`config.mk`:
```
export PLATFORM = sky130hd
export DESIGN_NAME = scrqe_ram
export DESIGN_NICKNAME = d
export VERILOG_FILES = /design/src/rtl/core/scrqe_ram.sv
export SDC_FILE = /design/constraint.sdc
export NUM_CORES = 1
export LEC_CHECK = 0
export BUFFER_PORTS_ARGS = -buffer_cell sky130_fd_sc_hd__buf_2
export CAP_MARGIN = 0
export CORE_MARGIN = 5
export CORE_UTILIZATION = 40
export CTS_BUF_LIST = sky130_fd_sc_hd__clkbuf_16
export CTS_CLUSTER_DIAMETER = 60
export CTS_CLUSTER_SIZE = 16
export DETAILED_ROUTE_END_ITERATION = 10
export GPL_ROUTABILITY_DRIVEN = 0
export SLEW_MARGIN = 20
export SYNTH_ARGS = -nofsm -noshare
export SYNTH_HDL_FRONTEND = slang
export SYNTH_SLANG_ARGS = --single-unit
```
`constraint.sdc`:
```
create_clock -name clk_i -period 5 [get_ports clk_i]
set_input_delay 0.25 -clock clk_i [delete_from_list [all_inputs] [get_ports clk_i]]
set_output_delay 0.25 -clock clk_i [all_outputs]
set_load 0.01 [all_outputs]
```
`src/rtl/core/scrqe_ram.sv`:
```
module scrqe_ram #(
  parameter int unsigned Width = 8,
  parameter int unsigned Depth = 16
) (
  input  logic                     clk_i,
  input  logic                     we_i,
  input  logic [$clog2(Depth)-1:0] waddr_i,
  input  logic [Width-1:0]         wdata_i,
  input  logic [$clog2(Depth)-1:0] raddr_i,
  output logic [Width-1:0]         rdata_o
);

  logic [Width-1:0] mem [Depth];

  always_ff @(posedge clk_i) begin
    if (we_i) begin
      mem[waddr_i] <= wdata_i;
    end
    rdata_o <= mem[raddr_i];
  end

endmodule

```
======== Word-level counts from Yosys, hierarchy flattened ========
Memory sizes are Yosys's and may differ from the RTL's. A register that Yosys moved wholly into a read port is not among the register bits.
Index checks and enable logic that the tools add are counted.
storage, ports and cells
  register bits ........................... 0
  memory bits (writable) .................. 128
  input port bits ......................... 18
  output and inout bits ................... 8
  word-level logic and storage cells ...... 3
  memories kept ........................... 1
cells by class
  mux-type cells .......................... 2
memory list
  memory  words  width  read ports  clocked after Yosys merged registers in  wr ports  RTL line  RTL
  mem     16     8      1           1                                        1         13        logic [Width-1:0] mem [Depth];
operators with widths
  operator          number
  1-bit 2-to-1 mux  2

======== Longest topological paths before layout ========
Gate-level depths: netlist (run 1).
  depth in word-level cells ............... 2
  depth in mapped cells ................... 5
  gate-level depth less buffers ........... 3

======== Worst setup path after synthesis (run 1) ========
Ideal clock, no wire load.
  path kind ............................... input to register
  start ................................... input port waddr_i[2]
  end ..................................... memory mem[0][0], enable pin
  setup time .............................. 0.383 ns
  data arrival time ....................... 1.360 ns
  data required time ...................... 4.617 ns
  setup slack ............................. 3.257 ns
  stages .................................. 2
  cell sequence ........................... or3b_2 -> nor3_1
RTL lines
  element          RTL line  RTL
  start, declared  7         input logic [$clog2(Depth)-1:0] waddr_i,
  end, declared    13
Straight into the memory's write port.

======== Final worst setup path (run 1) ========
  start ................................... input port waddr_i[2]
  end ..................................... memory mem[0][4], enable pin
Straight into the memory's write port.

==> metrics.cfg, run 1 <==
[logic_synthesis]
synth-seq-area-share_pct = 77.78
yosys.area.top_type_share_pct = 74.67
synth_area_um2 = 5147
syn_avg_cell_area_um2 = 22.48
syn_inst = 229
synth_warnings = 0
ys_top_cells_by_area = edfxtp_1, mux4_2, mux4_1
ys_ff_latch = 136
syn_nets = 247
yosysTopAreaCell = edfxtp_1
ys_types = 19

[critical_path]
cp_data_required_time_ns = 5.02
start_kind = input pin
path_max_fanout = 8
worstSetupPathType = in -> reg
endpoint_kind = flop
critical_path_arrival_ns = 1.70

[power]
p_leak_nw = 2.016
power_density_nw_per_um2 = 451.6
fin_total_pwr_w = 0.002745
irDropWorstVdd_mv = 0.2898

[place]
place_inst = 419
io_buffers = 25
hpwl_um = 5906

[floorplanning]
rows = 41
fp.dieH_um = 123.4
start_util_pct = 40.79
dieArea_um2 = 15240
die_w_um = 123.4
coreArea_um2 = 12620
ioPinCount = 26

[timing]
max_slew.worst_pin.slew_ns = 1.047
finalCritPeriodShare_pct = 33.55
slew_viol_final = 0
slew_headroom_pct = 29.69
setup-tns-final_ns = 0
hold_viol_final = 0
skew_ns = 0.008177
max_clock_freq_ghz = 0.5961
timing.final.crit_period_ns = 1.678
finalSetupViolations = 0
rsz0062_at_grt = false

[clocking]
ctsHoldBuffers = 0
clkTransAtPathRegs_ns = 0.06
tritoncts = done
insertion_delay_ns = 0.41
cts-root-buf = clkbuf_16
numCtsBuffers = 17
ctsResizeCount = 0
cts.sinks = 136
cts_max_path_buffers = 2
cts_htree_levels = 4
post_cts_buffers = 0

[finish]
diodes = 0
drive_above_1_share_pct = 27.96
final_common_cell = edfxtp_1
nets = 284
final_cells = 451
syn_to_final_growth_pct = 18.08
final_cell_mix = edfxtp_1, buf_2, mux4_2

[global_route]
grt_max_degree = 33
antenna_found_initial = 0
gr-total-overflow = 0
grt_pass1_vias = 2408
grt_pass1_wl_um = 14990
grt_usage_pct = 14.09

[routing]
first_iter_violations = 179
detail_route.first_pass.iterations = 4
drtAntennaViolNets = 0
vias = 2322
drc = 0
drt_wl_total_um = 9434
wire_per_inst_um = 20.92
routed_via_density = 5.149

[status]
outcome = complete, no violations

[min_path]
worstHoldPathType = in -> reg

[job]
drv_cap = 0

==> critical path: stages <==
cell	delay, ns
buf_2	0.12
or3b_2	0.51
nor3_1	0.82
==> Yosys cell counts <==
cell type / n
edfxtp_1: 128
mux4_2: 18
a22oi_1: 16
mux4_1: 14
nor2_1: 13
nand2_1: 9
dfxtp_1: 8
nor3_1: 4
buf_2: 3
buf_6: 3
clkdlybuf4s25_2: 3
nand2b_1: 2
nand3b_1: 2
and2_1: 1
and2b_1: 1
buf_4: 1
nand3_1: 1
nor2b_1: 1
or3b_2: 1
==> area by class of cell <==
cell class,count,area (µm²)
tap,172,215.2
clock buffer,17,425.4
fill,1052,6541
sequential,136,4004
timing repair buffer,28,147.6
clock inverter,15,224.0
multi-input combinational,83,1062
==> state kept, by name, indices dropped and copies added (netlist names) <==
name and count:
mem 128, rdata_o 8
==> logic make-up (layout without fill, tap and decap cells) <==
family | after synthesis | in the layout | synth area share [%]
AOI/OAI and AO/OA | 16 | 16 | 2.334
buffers and inverters | 10 | 60 | 1.677
DFF | 136 | 136 | 77.78
muxes | 32 | 32 | 15.02
and+or+nand+nor | 35 | 35 | 3.184
==> power by group <==
| group | switching [W] | internal [W] | total, W |
|---|---|---|---|
| Sequential | 0.00000620 | 0.00127 | 0.00128 |
| Clock | 0.000463 | 0.000887 | 0.00135 |
| Combinational | 0.0000671 | 0.0000461 | 0.000113 |
| Total | 0.000537 | 0.00221 | 0.00274 |
==> worst paths after layout <==
kind	from	to	slack, ns	cells past startpoint
min reg2reg	mem[14][0]	rdata_o[0]	0.67	3
max reg2reg	mem[1][0]	rdata_o[0]	3.65	3
max	waddr_i[2]	mem[0][4]	3.32	3
min	wdata_i[2]	mem[4][2]	0.23	1
==> through the flow <==
| step | hold slack [ns] | cell area [µm²] | util, % | setup WS (ns) |
|---|---|---|---|---|
| after floorplan | 0.3489 | 5147 | - | 3.257 |
| after global placement | 0.6350 | 5429 | 43.02 | 2.924 |
| after detailed placement | 0.6468 | 5429 | 43.02 | 2.867 |
| after CTS | 0.2148 | 6078 | 48.17 | 3.307 |
| after global routing | 0.2277 | 6078 | 48.17 | 3.287 |
| final | 0.2304 | 6078 | 48.17 | 3.322 |
==> layer usage <==
layer  global-route usage, %  vias to the layer above  routed length [µm]
met2                   21.92                       57                4734
met3                   3.934                        4                 447
li1                        -                     1049                   -
met1                   18.88                     1212                4172
met5                       0                        -                   0
met4                   5.606                        0                  80
Note: power is estimated with default switching activity, not from simulation.
==> run 2, diff against run 1 <==
Settings changed: ABC_AREA set to 1.
Clock period 5 ns to 1.7 ns, I/O delays scaled along.
==> metrics.cfg, run 2 <==
[status]
outcome = complete, no violations  ; unchanged

[clocking]
ctsHoldBuffers = 0  ; unchanged
cts-root-buf = clkbuf_16  ; unchanged
cts_max_path_buffers = 2  ; unchanged
clkTransAtPathRegs_ns = 0.06  ; about the same
cts.sinks = 136  ; unchanged
numCtsBuffers = 17  ; unchanged
ctsResizeCount = 0  ; unchanged
insertion_delay_ns = 0.41  ; about the same
tritoncts = done  ; unchanged
cts_htree_levels = 4  ; unchanged
post_cts_buffers = 0  ; unchanged

[timing]
hold_ws_ns = 0.05852  ; was 0.2304 ns
finalCritPeriodShare_pct = 59.35
slew_headroom_pct = 55.67  ; was 29.69%
timing.final.crit_period_ns = 1.009
rsz0062_at_grt = false  ; unchanged
max_clock_freq_ghz = 0.9911
finalSetupViolations = 0  ; unchanged
skew_ns = 0.006329  ; was 0.008177 ns
slew_viol_final = 0  ; unchanged
hold_viol_final = 0  ; unchanged
max_slew.worst_pin.slew_ns = 0.6639  ; was 1.047 ns
setup-tns-final_ns = 0  ; unchanged

[job]
drv_cap = 0  ; unchanged

[floorplanning]
coreArea_um2 = 13990  ; was 12620 µm²
dieArea_um2 = 16920  ; was 15240 µm²
ioPinCount = 26  ; unchanged
die_w_um = 130.1  ; was 123.4 µm
start_util_pct = 41.23  ; was 40.79%
fp.dieH_um = 130.1  ; was 123.4 µm
rows = 43  ; was 41

[global_route]
grt_pass1_wl_um = 20460  ; was 14990 µm
gr-total-overflow = 0  ; unchanged
grt_max_degree = 65  ; was 33
antenna_found_initial = 0  ; unchanged
grt_pass1_vias = 3811  ; was 2408
grt_usage_pct = 16.26  ; was 14.09%

[finish]
largest_register_ffs = 128  ; unchanged
multi_input_area_um2 = 1214  ; was 1062 µm²
n_fill_cell = 1294  ; was 1052
regMostFlops = mem  ; unchanged
diodes = 0  ; unchanged
seqCellArea_um2 = 4004  ; unchanged
nets = 610  ; was 284
final_cell_mix = nand2_1, edfxtp_1, inv_1  ; was edfxtp_1, buf_2, mux4_2
drive_above_1_share_pct = 13.22  ; was 27.96%
final_common_cell = nand2_1  ; was edfxtp_1
syn_to_final_growth_pct = 17.01  ; was 18.08%
reg_top3 = mem x128, rdata_o x8  ; unchanged
final_area_um2 = 6748  ; was 6078 µm²

[routing]
drt_wl_total_um = 12600  ; was 9434 µm
drc = 0  ; unchanged
drtAntennaViolNets = 0  ; unchanged
first_iter_violations = 231  ; was 179
vias = 3765  ; was 2322
detail_route.first_pass.iterations = 4  ; unchanged
wire_per_inst_um = 16.05  ; was 20.92 µm
routed_via_density = 4.796  ; was 5.149

[power]
power.internal_w = 0.006194  ; was 0.002208 W
p_sw_w = 0.001729  ; was 0.0005366 W
p_leak_nw = 2.929  ; was 2.016 nW
p_seq_share_pct = 47.6  ; was 46.7%
irDropWorstVdd_mv = 0.6985  ; was 0.2898 mV
switching_share_pct = 21.82  ; was 19.55%
power.share.combinational_pct = 5.7  ; was 4.1%
power_density_nw_per_um2 = 1174  ; was 451.6 nW/µm²
p_clk_share_pct = 46.7  ; was 49.2%

[critical_path]
cp_data_required_time_ns = 2.00  ; was 5.02 ns
r2r_slack_ns = 0.69  ; was 3.65 ns
reg2reg_from = mem[6][1]  ; was mem[1][0]
path_max_fanout = 1  ; was 8
reg2reg_depth = 6  ; was 3
worstSetupPathType = reg -> reg  ; was in -> reg
critical_path_arrival_ns = 1.31  ; was 1.70 ns
worstReg2RegEnd = rdata_o[1]  ; was rdata_o[0]
start_kind = flop  ; was input pin
endpoint_kind = flop  ; unchanged

[logic_synthesis]
syn_inst = 551  ; was 229
synth_area_um2 = 5767  ; was 5147 µm²
synth-seq-area-share_pct = 69.43  ; was 77.78%
yosys-top-cells-count = nand2_1, edfxtp_1, inv_1  ; was edfxtp_1, mux4_2, a22oi_1
ys.flop_type = edfxtp_1  ; unchanged
synthArstFlopShare_pct = 0  ; unchanged
ys_types = 12  ; was 19
syn_nets = 569  ; was 247
yosysTopAreaCell = edfxtp_1  ; unchanged
yosysMostFrequentCell = nand2_1  ; was edfxtp_1
syn_avg_cell_area_um2 = 10.47  ; was 22.48 µm²
ys_top_cells_by_area = edfxtp_1, nand2_1, nand3_1  ; was edfxtp_1, mux4_2, mux4_1
synth_edf_count = 128  ; unchanged
yosys.area.top_type_share_pct = 66.65  ; was 74.67%
ys_ff_latch = 136  ; unchanged
synth_warnings = 0  ; unchanged

[place]
place_area_um2 = 6146  ; was 5429 µm²
io_buffers = 25  ; unchanged
hpwl_um = 7860  ; was 5906 µm

[min_path]
worstHoldPathType = in -> reg  ; unchanged
hold_path_end = rdata_o[5]  ; was mem[4][2]
min_from = raddr_i[3]  ; was wdata_i[2]
whs_path_depth = 3  ; was 1

==> run 2: cell types whose count changed after synthesis, sizes merged, moves of 3 or more <==
cell / before / now
buf: 7 / 24
inv: 0 / 102
nand3: 1 / 97
nand2: 9 / 173
mux4: 32 / 0
clkdlybuf4s25: 3 / 0
a22oi: 16 / 0
nor2: 13 / 17
nor3: 4 / 0
==> run 2: per-stage QoR <==
step	setup WS [ns]	util (%)	cells	total power, W
2_1_floorplan	0.6642	-	551	0.004111
3_3_place_gp	0.3968	43.94	753	0.004290
3_5_place_dp	0.3888	43.94	753	0.004298
4_1_cts	0.6717	48.24	785	0.007976
5_1_grt	0.5800	48.24	785	0.008168
6_report	0.6911	48.24	785	0.007923
==> run 2: worst max-delay path: stages (launching register included) <==
cell and delay, ns:
edfxtp_1 0.36, inv_1 0.06, nand2_1 0.05, nand3_1 0.08, nand3_1 0.10, nand3_1 0.16
nand2_1 0.08
==> run 2: worst max path at each step <==
| stage | slack, ns | cells after the start | endpoint | startpoint |
|---|---|---|---|---|
| 2_1_floorplan | 0.66 | 2 | mem[10][0] | waddr_i[2] |
| 3_3_place_gp | 0.40 | 6 | rdata_o[1] | raddr_i[1] |
| 3_5_place_dp | 0.39 | 6 | rdata_o[1] | raddr_i[1] |
| 5_1_grt | 0.58 | 6 | rdata_o[1] | mem[6][1] |
| 6_report | 0.69 | 6 | rdata_o[1] | mem[6][1] |
| 4_1_cts | 0.67 | 6 | rdata_o[1] | mem[6][1] |
==> run 2: routing by layer <==
metal,up-vias,wire [µm],track usage [%]
met4,0,249,6.174
met5,-,0,0
met1,1798,5549,20.82
li1,1856,-,-
met3,17,686,3.930
met2,94,6118,26.83
==> run 2: final cells by class <==
class / instances / share of cell area (%)
flip-flops and latches: 136 / 59.34
multi-input cells: 289 / 17.99
clock buffers: 17 / 6.304
inverters: 102 / 5.674
repair buffers: 46 / 4.747
well taps: 180 / 3.338
clock inverters: 15 / 2.614
==> run 2: cells by family (layout without fill, tap and decap cells) <==
logic type / count (synthesis) / count (layout) / share of synthesized area [%]
and+or+nand+nor: 289 / 289 / 21.05
DFF: 136 / 136 / 69.43
buffers and inverters: 126 / 180 / 9.525
==> run 2: power groups by stage <==
stage / Clock (W) / Sequential (W) / Combinational (W)
2_1_floorplan: 0 / 0.00385 / 0.000264
3_3_place_gp: 0 / 0.00384 / 0.000452
3_5_place_dp: 0 / 0.00384 / 0.000458
4_1_cts: 0.00375 / 0.00377 / 0.000461
5_1_grt: 0.00388 / 0.00378 / 0.000513
6_report: 0.00370 / 0.00377 / 0.000453
==> run 3, diff against run 2 <==
Clock period 1.7 ns to 0.88 ns, I/O delays scaled along.
==> metrics.cfg, run 3 (synthesized netlist as in run 2, its figures left out) <==
[routing]
met1_length_um = 5325  ; was 5549 µm
drtAntennaViolNets = 0  ; unchanged
highest_layer = met4  ; unchanged
vias = 3801  ; was 3765
detail_route.first_pass.iterations = 4  ; unchanged
drc = 0  ; unchanged
wl_met2_um = 6465  ; was 6118 µm
wire_per_inst_um = 15.71  ; was 16.05 µm
first_iter_violations = 342  ; was 231
met3_length_um = 584  ; was 686 µm
drt_wl_total_um = 12550  ; was 12600 µm
routed_via_density = 4.757  ; was 4.796

[global_route]
grt_pass1_vias = 3848  ; was 3811
grt_usage_pct = 15.96  ; was 16.26%
antenna_found_initial = 0  ; unchanged
grt_max_degree = 29  ; was 65
gr-total-overflow = 0  ; unchanged
grt_pass1_wl_um = 20030  ; was 20460 µm

[power]
p_seq_share_pct = 45.1  ; was 47.6%
p_leak_nw = 3.123  ; was 2.929 nW
power.internal_w = 0.01292  ; was 0.006194 W
fin_total_pwr_w = 0.01620  ; was 0.007923 W
irDropWorstVdd_mv = 1.402  ; was 0.6985 mV
power.share.combinational_pct = 6.5  ; was 5.7%
p_sw_w = 0.003283  ; was 0.001729 W
p_clk_share_pct = 48.4  ; was 46.7%
power_density_nw_per_um2 = 2244  ; was 1174 nW/µm²
switching_share_pct = 20.27  ; was 21.82%

[finish]
reg_top3 = mem x128, rdata_o x8  ; unchanged
largest_register_ffs = 128  ; unchanged
final_util_pct = 51.60  ; was 48.24%
diodes = 0  ; unchanged
regMostFlops = mem  ; unchanged
final_cell_mix = nand2_1, edfxtp_1, inv_1  ; unchanged
final_area_um2 = 7218  ; was 6748 µm²
final_common_cell = nand2_1  ; unchanged
drive_above_1_share_pct = 22.62  ; was 13.22%
syn_to_final_growth_pct = 25.17  ; was 17.01%
nets = 624  ; was 610

[clocking]
insertion_delay_ns = 0.41  ; about the same
cts-root-buf = clkbuf_16  ; unchanged
cts_max_path_buffers = 2  ; unchanged
tritoncts = done  ; unchanged
cts.sinks = 136  ; unchanged
numCtsBuffers = 17  ; unchanged
cts_htree_levels = 4  ; unchanged
post_cts_buffers = 0  ; unchanged
clkTransAtPathRegs_ns = 0.06  ; about the same

[place]
io_buffers = 25  ; unchanged
place_area_um2 = 6341  ; was 6146 µm²
hpwl_um = 8390  ; was 7860 µm
dp_slack_ns = -0.2244  ; was 0.3888 ns

[floorplanning]
die_w_um = 130.1  ; unchanged
fp.dieH_um = 130.1  ; unchanged
coreArea_um2 = 13990  ; unchanged
dieArea_um2 = 16920  ; unchanged
start_util_pct = 41.23  ; unchanged
rows = 43  ; unchanged
ioPinCount = 26  ; unchanged

[timing]
slew_headroom_pct = 73.16  ; was 55.67%
skew_ns = 0.007189  ; was 0.006329 ns
finalSetupViolations = 14  ; was 0
hold_viol_final = 0  ; unchanged
timing.final.crit_period_ns = 0.9517  ; was 1.009 ns
setup_slack_ns = -0.07166  ; was 0.6911 ns
slew_viol_final = 0  ; unchanged
setup-tns-final_ns = -0.3502  ; was 0 ns
max_slew.worst_pin.slew_ns = 0.4022  ; was 0.6639 ns
rsz0062_at_grt = true  ; was false
max_clock_freq_ghz = 1.051  ; was 0.9911 GHz
finalCritPeriodShare_pct = 108.1  ; was 59.35%

[min_path]
worstHoldPathType = in -> reg  ; unchanged
whs_path_depth = 1  ; was 3

[status]
outcome = finished with violations  ; was complete, no violations
violations = negative setup slack

[critical_path]
worstSetupPathType = reg -> reg  ; unchanged
start_kind = flop  ; unchanged
reg2reg_depth = 6  ; unchanged
cp_data_required_time_ns = 1.18  ; was 2.00 ns
critical_path_arrival_ns = 1.25  ; was 1.31 ns
endpoint_kind = flop  ; unchanged
path_max_fanout = 1  ; unchanged

[job]
drv_cap = 0  ; unchanged

[run 3: cell count changes in the layout (fill, tap and decap cells not counted), moves of 3 or more]
cell       delta
nand3_1      -31
nand3_2      +31
buf_4         +8
buf_2         -7
buf_6         +7
dfxtp_1       -7
buf_12        +6
dfxtp_2       +6
nor2_1        -6
nor2_2        +6
nand2_1       -4
nand2_2       +4
bufinv_16     +3
[run 3: final timing paths]
kind	start	endpoint	slack [ns]
worst max-delay path	mem[10][5]	rdata_o[5]	-0.07
worst min-delay path	wdata_i[1]	mem[10][1]	0.01
worst max register to register	mem[10][5]	rdata_o[5]	-0.07
worst min register to register	mem[2][6]	rdata_o[6]	0.67
[run 3: power by group through the flow]
stage	logic (W)	registers, W	clock network (W)
global route	0.00116	0.00732	0.00822
detailed placement	0.000952	0.00743	0
global placement	0.000936	0.00742	0
CTS	0.00102	0.00731	0.00793
floorplan	0.000516	0.00743	0
finish	0.00105	0.00731	0.00784
[run 3: metrics by stage]
stage,std cells,hold slack (ns)
detailed placement,767,0.4477
global placement,767,0.4389
finish,799,0.01440
floorplan,551,0.1429
CTS,799,0.01165
global route,799,0.02350
[run 3: final cells by class]
cell class | count | area, µm²
timing repair buffer | 60 | 544.3
sequential | 136 | 4015
multi-input combinational | 289 | 1394
clock inverter | 15 | 231.5
fill | 1231 | 6770
tap | 180 | 225.2
inverter | 102 | 382.9
clock buffer | 17 | 425.4
[run 3: repair_timing]
action / CTS / global route
resized for setup: 26 / 24
hold buffers: 0 / 0
pin swaps: 13 / 12
gates cloned: 0 / 0
endpoints found under the hold margin: 0 / 0
endpoints found under the setup margin: 16 / 16
[run 3: routing by layer]
layer | GRT usage [%] | vias up
li1 | - | 1881
met1 | 19.05 | 1822
met2 | 27.85 | 88
met3 | 4.011 | 10
met4 | 5.929 | 0
met5 | 0 | -
[run 3: critical path, stage by stage, from the launching register on]
cell and delay, ns:
edfxtp_1 0.36, inv_1 0.06, nand2_1 0.05, nand3_1 0.12
nand3_2 0.10, nand3_2 0.08, nand2_1 0.07
